File: src/hw/rtl/sha_pkg.sv
package sha_pkg;

  typedef struct packed {
    logic [7:0] data;
    logic       vld;
    logic       last;
  } item_t;

  typedef enum logic [2:0] {
    ST_IDLE,
    ST_LOAD,
    ST_ROUND,
    ST_ADD,
    ST_PAD,
    ST_EMIT
  } eng_state_e;

  localparam logic [31:0] H_INIT [8] = '{
    32'h6a09e667, 32'hbb67ae85, 32'h3c6ef372, 32'ha54ff53a,
    32'h510e527f, 32'h9b05688c, 32'h1f83d9ab, 32'h5be0cd19
  };

  localparam logic [31:0] ROUND_K [64] = '{
    32'h428a2f98, 32'h71374491, 32'hb5c0fbcf, 32'he9b5dba5,
    32'h3956c25b, 32'h59f111f1, 32'h923f82a4, 32'hab1c5ed5,
    32'hd807aa98, 32'h12835b01, 32'h243185be, 32'h550c7dc3,
    32'h72be5d74, 32'h80deb1fe, 32'h9bdc06a7, 32'hc19bf174,
    32'he49b69c1, 32'hefbe4786, 32'h0fc19dc6, 32'h240ca1cc,
    32'h2de92c6f, 32'h4a7484aa, 32'h5cb0a9dc, 32'h76f988da,
    32'h983e5152, 32'ha831c66d, 32'hb00327c8, 32'hbf597fc7,
    32'hc6e00bf3, 32'hd5a79147, 32'h06ca6351, 32'h14292967,
    32'h27b70a85, 32'h2e1b2138, 32'h4d2c6dfc, 32'h53380d13,
    32'h650a7354, 32'h766a0abb, 32'h81c2c92e, 32'h92722c85,
    32'ha2bfe8a1, 32'ha81a664b, 32'hc24b8b70, 32'hc76c51a3,
    32'hd192e819, 32'hd6990624, 32'hf40e3585, 32'h106aa070,
    32'h19a4c116, 32'h1e376c08, 32'h2748774c, 32'h34b0bcb5,
    32'h391c0cb3, 32'h4ed8aa4a, 32'h5b9cca4f, 32'h682e6ff3,
    32'h748f82ee, 32'h78a5636f, 32'h84c87814, 32'h8cc70208,
    32'h90befffa, 32'ha4506ceb, 32'hbef9a3f7, 32'hc67178f2
  };

  function automatic logic [31:0] rotr(input logic [31:0] x, input int n);
    rotr = (x >> n) | (x << (32 - n));
  endfunction

endpackage

File: src/hw/rtl/sha256_message_hasher_unit.sv
// sha-256 byte-stream hasher
// input channel: in_valid_i/in_ready_o with data_byte_i, byte_valid_i, last_byte_i
// output channel: out_valid_o/out_ready_i with digest_word_o, word_index_o, last_word_o
// a 4-entry queue takes transactions while the compression engine is busy
// a byte that completes a 64-byte block starts a compression in the engine
// (one round per cycle in the shared round unit); other bytes do not
// a last transaction pads and runs one or two compressions; the first digest
// word is valid once the result of the last compression is added into the hash
// then eight digest words, word 0 first, last_word_o on word 7, one per cycle when
// out_ready_i is high and held while it is low; the engine waits and the queue fills
// reset clears the queue and restores the initial hash values
module sha256_message_hasher_unit import sha_pkg::*; #(
  parameter int QueueDepth = 4
) (
  input  logic        clk_i,
  input  logic        rst_ni,
  input  logic        in_valid_i,
  output logic        in_ready_o,
  input  logic [7:0]  data_byte_i,
  input  logic        byte_valid_i,
  input  logic        last_byte_i,
  output logic        out_valid_o,
  input  logic        out_ready_i,
  output logic [31:0] digest_word_o,
  output logic [2:0]  word_index_o,
  output logic        last_word_o
);
  item_t in_item, q_item;
  logic q_valid, q_ready;

  assign in_item = '{data: data_byte_i, vld: byte_valid_i, last: last_byte_i};

  sha_fifo #(.Depth(QueueDepth)) u_fifo (
    .clk_i, .rst_ni,
    .in_valid_i, .in_ready_o, .in_item_i(in_item),
    .out_valid_o(q_valid), .out_ready_i(q_ready), .out_item_o(q_item)
  );

  sha_engine u_engine (
    .clk_i, .rst_ni,
    .in_valid_i(q_valid), .in_ready_o(q_ready), .in_item_i(q_item),
    .out_valid_o, .out_ready_i, .digest_word_o, .word_index_o, .last_word_o
  );

`ifndef SYNTH
  a_last_idx: assert property (@(posedge clk_i) disable iff (!rst_ni)
    out_valid_o |-> (last_word_o == (word_index_o == 3'd7)))
    else $error("last_word mismatch");
  a_idx_step: assert property (@(posedge clk_i) disable iff (!rst_ni)
    out_valid_o && out_ready_i && !last_word_o |=> out_valid_o &&
    word_index_o == $past(word_index_o) + 3'd1)
    else $error("digest index skipped");
  a_no_take: assert property (@(posedge clk_i) disable iff (!rst_ni)
    out_valid_o |-> !q_ready)
    else $error("engine took item while emitting");
`endif
endmodule

File: src/hw/rtl/sha_fifo.sv
module sha_fifo import sha_pkg::*; #(
  parameter int Depth = 4
) (
  input  logic  clk_i,
  input  logic  rst_ni,
  input  logic  in_valid_i,
  output logic  in_ready_o,
  input  item_t in_item_i,
  output logic  out_valid_o,
  input  logic  out_ready_i,
  output item_t out_item_o
);
  localparam int Aw = $clog2(Depth);
  item_t mem_q [Depth];
  logic [Aw-1:0] wp_q, rp_q;
  logic [Aw:0] cnt_q;
  logic push, pop;

  assign in_ready_o  = cnt_q != (Aw+1)'(Depth);
  assign out_valid_o = cnt_q != '0;
  assign out_item_o  = mem_q[rp_q];
  assign push = in_valid_i & in_ready_o;
  assign pop  = out_valid_o & out_ready_i;

  always_ff @(posedge clk_i) begin
    if (push) mem_q[wp_q] <= in_item_i;
  end

  always_ff @(posedge clk_i or negedge rst_ni) begin
    if (!rst_ni) begin
      wp_q <= '0;
      rp_q <= '0;
      cnt_q <= '0;
    end else begin
      if (push) wp_q <= (wp_q == Aw'(Depth-1)) ? '0 : wp_q + 1'b1;
      if (pop)  rp_q <= (rp_q == Aw'(Depth-1)) ? '0 : rp_q + 1'b1;
      cnt_q <= cnt_q + (Aw+1)'(push) - (Aw+1)'(pop);
    end
  end
endmodule

File: src/hw/rtl/sha_engine.sv
module sha_engine import sha_pkg::*; (
  input  logic        clk_i,
  input  logic        rst_ni,
  input  logic        in_valid_i,
  output logic        in_ready_o,
  input  item_t       in_item_i,
  output logic        out_valid_o,
  input  logic        out_ready_i,
  output logic [31:0] digest_word_o,
  output logic [2:0]  word_index_o,
  output logic        last_word_o
);
  eng_state_e state_q, state_d;
  logic [5:0]  fill_q;
  logic [63:0] bits_q, total_q;
  logic [31:0] h_q [8];
  logic [31:0] w_q [16];
  logic [31:0] v_q [8];
  logic [5:0]  rnd_q;
  logic [2:0]  idx_q;
  logic        fin_q;
  logic        pad2_q;
  logic        pad_done_q;
  logic        emit_v_q;

  logic take;
  logic [31:0] w_cur, t1, t2, s0, s1, wn;
  logic [31:0] pad_win [16];
  logic [63:0] total_d;

  always_comb begin
    s0 = rotr(w_q[1], 7) ^ rotr(w_q[1], 18) ^ (w_q[1] >> 3);
    s1 = rotr(w_q[14], 17) ^ rotr(w_q[14], 19) ^ (w_q[14] >> 10);
    wn = s1 + w_q[9] + s0 + w_q[0];
    w_cur = w_q[0];
    t1 = v_q[7] + (rotr(v_q[4], 6) ^ rotr(v_q[4], 11) ^ rotr(v_q[4], 25)) +
         ((v_q[4] & v_q[5]) ^ (~v_q[4] & v_q[6])) + ROUND_K[rnd_q] + w_cur;
    t2 = (rotr(v_q[0], 2) ^ rotr(v_q[0], 13) ^ rotr(v_q[0], 22)) +
         ((v_q[0] & v_q[1]) ^ (v_q[0] & v_q[2]) ^ (v_q[1] & v_q[2]));
  end

  // padded copy of the block window
  always_comb begin
    total_d = bits_q + {55'd0, fill_q, 3'd0};
    for (int i = 0; i < 16; i++) begin
      pad_win[i] = w_q[i];
      for (int k = 0; k < 4; k++) begin
        if (6'(4*i+k) == fill_q) pad_win[i][31-8*k -: 8] = 8'h80;
        else if (6'(4*i+k) > fill_q) pad_win[i][31-8*k -: 8] = 8'h00;
      end
    end
    if (fill_q < 6'd56) begin
      pad_win[14] = total_d[63:32];
      pad_win[15] = total_d[31:0];
    end
  end

  assign in_ready_o = (state_q == ST_IDLE);
  assign take = in_valid_i & in_ready_o;
  assign out_valid_o = emit_v_q;
  assign digest_word_o = h_q[idx_q];
  assign word_index_o = idx_q;
  assign last_word_o = (idx_q == 3'd7);

  always_comb begin
    state_d = state_q;
    case (state_q)
      ST_IDLE: begin
        if (take) begin
          if (in_item_i.vld && fill_q == 6'd63) state_d = ST_LOAD;
          else if (in_item_i.last) state_d = ST_PAD;
        end
      end
      ST_LOAD:  state_d = ST_ROUND;
      ST_ROUND: if (rnd_q == 6'd63) state_d = ST_ADD;
      ST_ADD: begin
        if (!fin_q) state_d = ST_IDLE;
        else if (!pad_done_q) state_d = ST_PAD;
        else if (pad2_q) state_d = ST_LOAD;
        else state_d = ST_EMIT;
      end
      ST_PAD:   state_d = ST_LOAD;
      ST_EMIT:  if (out_ready_i && idx_q == 3'd7) state_d = ST_IDLE;
      default:  state_d = ST_IDLE;
    endcase
  end

  always_ff @(posedge clk_i or negedge rst_ni) begin
    if (!rst_ni) begin
      state_q <= ST_IDLE;
      fill_q <= '0;
      bits_q <= '0;
      total_q <= '0;
      fin_q <= 1'b0;
      pad2_q <= 1'b0;
      pad_done_q <= 1'b0;
      idx_q <= '0;
      emit_v_q <= 1'b0;
      rnd_q <= '0;
      for (int i = 0; i < 8; i++) h_q[i] <= H_INIT[i];
    end else begin
      state_q <= state_d;
      case (state_q)
        ST_IDLE: begin
          if (take) begin
            fin_q <= in_item_i.last;
            if (in_item_i.vld) fill_q <= fill_q + 1'b1;
            if (in_item_i.vld && fill_q == 6'd63) bits_q <= bits_q + 64'd512;
          end
        end
        ST_PAD: begin
          total_q <= total_d;
          pad2_q <= (fill_q >= 6'd56);
          pad_done_q <= 1'b1;
        end
        ST_LOAD: rnd_q <= '0;
        ST_ROUND: rnd_q <= rnd_q + 1'b1;
        ST_ADD: begin
          for (int i = 0; i < 8; i++) h_q[i] <= h_q[i] + v_q[i];
          if (fin_q && pad_done_q && pad2_q) pad2_q <= 1'b0;
          if (fin_q && pad_done_q && !pad2_q) begin
            emit_v_q <= 1'b1;
            idx_q <= '0;
          end
        end
        ST_EMIT: begin
          if (out_ready_i) begin
            idx_q <= idx_q + 1'b1;
            if (idx_q == 3'd7) begin
              emit_v_q <= 1'b0;
              fin_q <= 1'b0;
              pad_done_q <= 1'b0;
              fill_q <= '0;
              bits_q <= '0;
              for (int i = 0; i < 8; i++) h_q[i] <= H_INIT[i];
            end
          end
        end
        default: ;
      endcase
    end
  end

  always_ff @(posedge clk_i) begin
    case (state_q)
      ST_IDLE: begin
        if (take && in_item_i.vld)
          w_q[fill_q[5:2]][{~fill_q[1:0], 3'b000} +: 8] <= in_item_i.data;
      end
      ST_PAD: begin
        for (int i = 0; i < 16; i++) w_q[i] <= pad_win[i];
      end
      ST_ADD: begin
        if (fin_q && pad_done_q && pad2_q) begin
          for (int i = 0; i < 14; i++) w_q[i] <= '0;
          w_q[14] <= total_q[63:32];
          w_q[15] <= total_q[31:0];
        end
      end
      ST_LOAD: begin
        for (int i = 0; i < 8; i++) v_q[i] <= h_q[i];
      end
      ST_ROUND: begin
        for (int i = 0; i < 15; i++) w_q[i] <= w_q[i+1];
        w_q[15] <= (rnd_q < 6'd48) ? wn : w_q[0];
        v_q[7] <= v_q[6];
        v_q[6] <= v_q[5];
        v_q[5] <= v_q[4];
        v_q[4] <= v_q[3] + t1;
        v_q[3] <= v_q[2];
        v_q[2] <= v_q[1];
        v_q[1] <= v_q[0];
        v_q[0] <= t1 + t2;
      end
      default: ;
    endcase
  end
endmodule

File: config.mk
export PLATFORM = sky130hd
export DESIGN_NAME = sha256_message_hasher_unit
export DESIGN_NICKNAME = d
export VERILOG_FILES = /design/src/hw/rtl/sha_pkg.sv /design/src/hw/rtl/sha256_message_hasher_unit.sv /design/src/hw/rtl/sha_fifo.sv /design/src/hw/rtl/sha_engine.sv
export SDC_FILE = /design/constraint.sdc
export NUM_CORES = 2
export LEC_CHECK = 0
export BUFFER_PORTS_ARGS = -buffer_cell sky130_fd_sc_hd__buf_4
export CORE_ASPECT_RATIO = 1.1
export CORE_UTILIZATION = 38
export CTS_BUF_LIST = sky130_fd_sc_hd__clkbuf_2 sky130_fd_sc_hd__clkbuf_4 sky130_fd_sc_hd__clkbuf_8
export CTS_CLUSTER_DIAMETER = 200
export DETAILED_ROUTE_END_ITERATION = 12
export PLACE_DENSITY = 0.55
export SYNTH_ARGS = -nofsm -noshare
export SYNTH_HDL_FRONTEND = slang
export SYNTH_SLANG_ARGS = --single-unit
File: constraint.sdc
create_clock -name clk_i -period 10.5 [get_ports clk_i]
set_input_delay 1.575 -clock clk_i [delete_from_list [all_inputs] [get_ports clk_i]]
set_output_delay 1.575 -clock clk_i [all_outputs]
set_load 0.005 [all_outputs]
==> flow_summary.ini <==
[cts]
h-tree-depth = 4
cts_tree = done
cts.sinks = 1209
clockBufferDepth = 3
clk_latency_ps = 1010
clkTransAtPathRegs_ps = 70
cts_inserted_buffers = 214
postCtsHoldBufs = 0
cts_setup_buffers = 0
cts-root-buf = clkbuf_8
cts_resized = 0

[setup_path]
cp_slowest_stage_delay_ps = 610
cp_max_fo = 10
worstPathArrival_ps = 10120
required_ps = 11210
critPathMostFrequentCell = o21ai_0
cp-end-kind = flop
worstSetupPathType = flop to flop
critical_path.slowest_cell = fa_1
worstSetupStartpointType = flop

[grt]
grt_pass1_wl_microns = 445000
grt_max_degree = 150
grt_pass1_vias = 62900
antenna_found_initial = 6
grt_usage_pct = 28.8
grt.overflow.total = 0

[synth]
async_flop_share_pct = 33.2
ys_ff_latch = 1209
ys_warn_count = 0
synth.distinct_cells = 96
netlist_instances = 8248
ys_seq_area_share_pct = 43.0
syn_area_sq_um = 79500
synth_nets = 8865
synth.avg_cell_area_sq_um = 9.64
synth_ff_type = edfxtp_1
synth-edff-count = 776

[timing]
report.final.slew_viol_count = 0
fmax_ghz = 0.106
rsz0062_at_grt = false
final-setup-viol-count = 0
period_needed_ps = 9410
final.setup.tns_ps = 0
hold_viol = 0
slew_headroom_pct = 12.1
fin_crit_sh_pct = 89.6
fin_skew_ps = 68.2
tightest_slew_ps = 1320

[finish]
nNetsFinal = 8799
area_growth_pct = 10.2
drive_gt1_share_pct = 11.0
fin_util_pct = 42.3

[die]
die_x_microns = 438
core_sq_um = 207000
core.rowCount = 175
initial_utilization_pct = 38.3
die_h_microns = 482
io-pin-count = 52
dieArea_sq_um = 211000

[flow_run]
drv_cap = 0

[worst_hold_path]
min_path_type = flop to flop

[routing]
wl_microns = 309000
drt_iter0_markers = 6909
viasPerCell = 5.85
drt_pass1_iterations = 8
wire_per_inst_microns = 27.7
vias = 65100
ant_nets = 0
drc = 0

[placement]
place_hpwl_microns = 230000
io_buffer_count = 51
gp_congestion = 0.988

[outcome]
status = completed
[synth_stat cells, types with 27 or more instances]
cell / count / area share (%)
a211oi_1: 72 / 0.68
a221oi_1: 33 / 0.36
o21a_1: 58 / 0.55
xor2_1: 228 / 2.5
xnor2_1: 381 / 4.2
a22oi_1: 28 / 0.26
nand3_1: 112 / 0.71
and2_1: 33 / 0.26
clkbuf_1: 423 / 2.0
edfxtp_1: 776 / 29
or3_1: 42 / 0.33
dfstp_2: 136 / 4.5
inv_1: 302 / 1.4
mux2_2: 57 / 0.81
o31ai_1: 38 / 0.36
a21oi_1: 609 / 3.8
a31oi_1: 57 / 0.45
nand2_1: 1671 / 7.9
buf_1: 42 / 0.20
dfrtp_1: 265 / 8.3
mux4_2: 80 / 2.3
ha_1: 407 / 6.4
a21o_1: 320 / 3.0
nand4_1: 27 / 0.21
dfxtp_1: 32 / 0.81
a222oi_1: 41 / 0.52
nand2b_1: 88 / 0.69
o21ai_0: 508 / 3.2
a22o_1: 28 / 0.31
fa_1: 196 / 4.9
o211ai_1: 46 / 0.43
nor2_1: 482 / 2.3
nor3_1: 113 / 0.71
a221o_1: 32 / 0.40
nor2b_1: 53 / 0.42
o21bai_1: 46 / 0.43
and3_1: 57 / 0.45
[routing by layer]
layer	part of all wire (%)	GRT usage (%)	wire length [microns]	up-vias
met2	46	46.2	143000	2736
met5	0	0	0	-
met4	6.8	17.3	21000	0
met1	40	36.8	124000	32500
li1	-	-	-	29200
met3	6.7	4.44	20700	657
[registers in the layout, summed over array words and instances, names as in the netlist, 6 cells and up]
| register | cells |
|---|---|
| u_engine.bits_q | 55 |
| u_engine.fill_q | 6 |
| u_engine.h_q | 256 |
| u_engine.rnd_q | 6 |
| u_engine.total_q | 61 |
| u_engine.v_q | 256 |
| u_engine.w_q | 512 |
| u_fifo.mem_q | 40 |
[through the flow]
stage	hold slack, ps	cell area [sq um]	cells	worst slack [ps]
after global routing	454	87600	11100	520
after detailed placement	462	82800	10700	1110
after floorplan	445	79500	8248	2040
final	478	87600	11100	1090
after global placement	458	82800	10700	1170
after CTS	394	87600	11100	1050
[worst max-delay path: cells and delay by family (launching register included)]
kind / cells / cell delay (ps)
AO/OA/AOI/OAI: 14 / 2720
adder cells (fa/ha/maj): 7 / 3170
XOR/XNOR: 2 / 380
buffers and inverters: 5 / 580
flip-flops: 1 / 360
AND/OR/NAND/NOR: 9 / 1930
[cells in the final DEF, fill, tap and decap left out, drive strengths merged, types with 41 or more instances in the layout]
cell    netlist  layout
nand2      1672    1672
edfxtp      776     776
a21oi       611     611
o21ai       526     526
nor2        483     483
ha          407     407
xnor2       381     381
clkbuf      423     328
a21o        320     320
inv         303     315
dfrtp       265     265
xor2        228     228
fa          196     196
buf          44     185
dfstp       136     136
nor3        115     115
nand3       113     113
nand2b       88      88
mux4         80      80
a211oi       74      74
o21a         58      58
mux2         57      57
and3         57      57
a31oi        57      57
clkinv        3      56
nor2b        53      53
o211ai       46      46
o21bai       46      46
or3          42      42
a222oi       41      41
[path summary, 6_finish.rpt]
path,cells past startpoint,slack (ps),to,start
hold / removal,2,480,u_engine.total_q[39],u_engine.total_q[39]
hold reg to reg,2,480,u_engine.total_q[39],u_engine.total_q[39]
max in group asynchronous,3,7790,u_engine.word_index_o[1],rst_ni
setup / recovery,37,1090,u_engine.v_q[0][31],u_engine.rnd_q[0]
setup reg to reg,37,1090,u_engine.v_q[0][31],u_engine.rnd_q[0]
min in group asynchronous,1,500,u_engine.h_q[191],rst_ni
[cells by family (layout without fill, tap and decap cells)]
family,Yosys count,after routing,share of synthesized area [%]
other,0,5,0
multiplexers,162,162,3.39
adder cells (fa/ha/maj),625,625,11.6
flip-flops,1209,1209,43.0
XOR/XNOR,609,609,6.71
AO/OA/AOI/OAI,2113,2113,16.9
AND/OR/NAND/NOR,2757,2757,14.7
buffers and inverters,773,897,3.65
[final cells by class]
cell class / instances / area, sq um
antenna: 5 / 12.5
clock buffer: 328 / 4020
clock inverter: 78 / 795
fill: 20200 / 120000
inverter: 306 / 1160
multi-input combinational: 6266 / 42600
sequential: 1209 / 34200
tap: 2743 / 3430
timing repair buffer: 185 / 1460
Power is left out: the tool's default activity adds up to more than one toggle a clock period on the data nets, which glitch-free logic cannot reach.
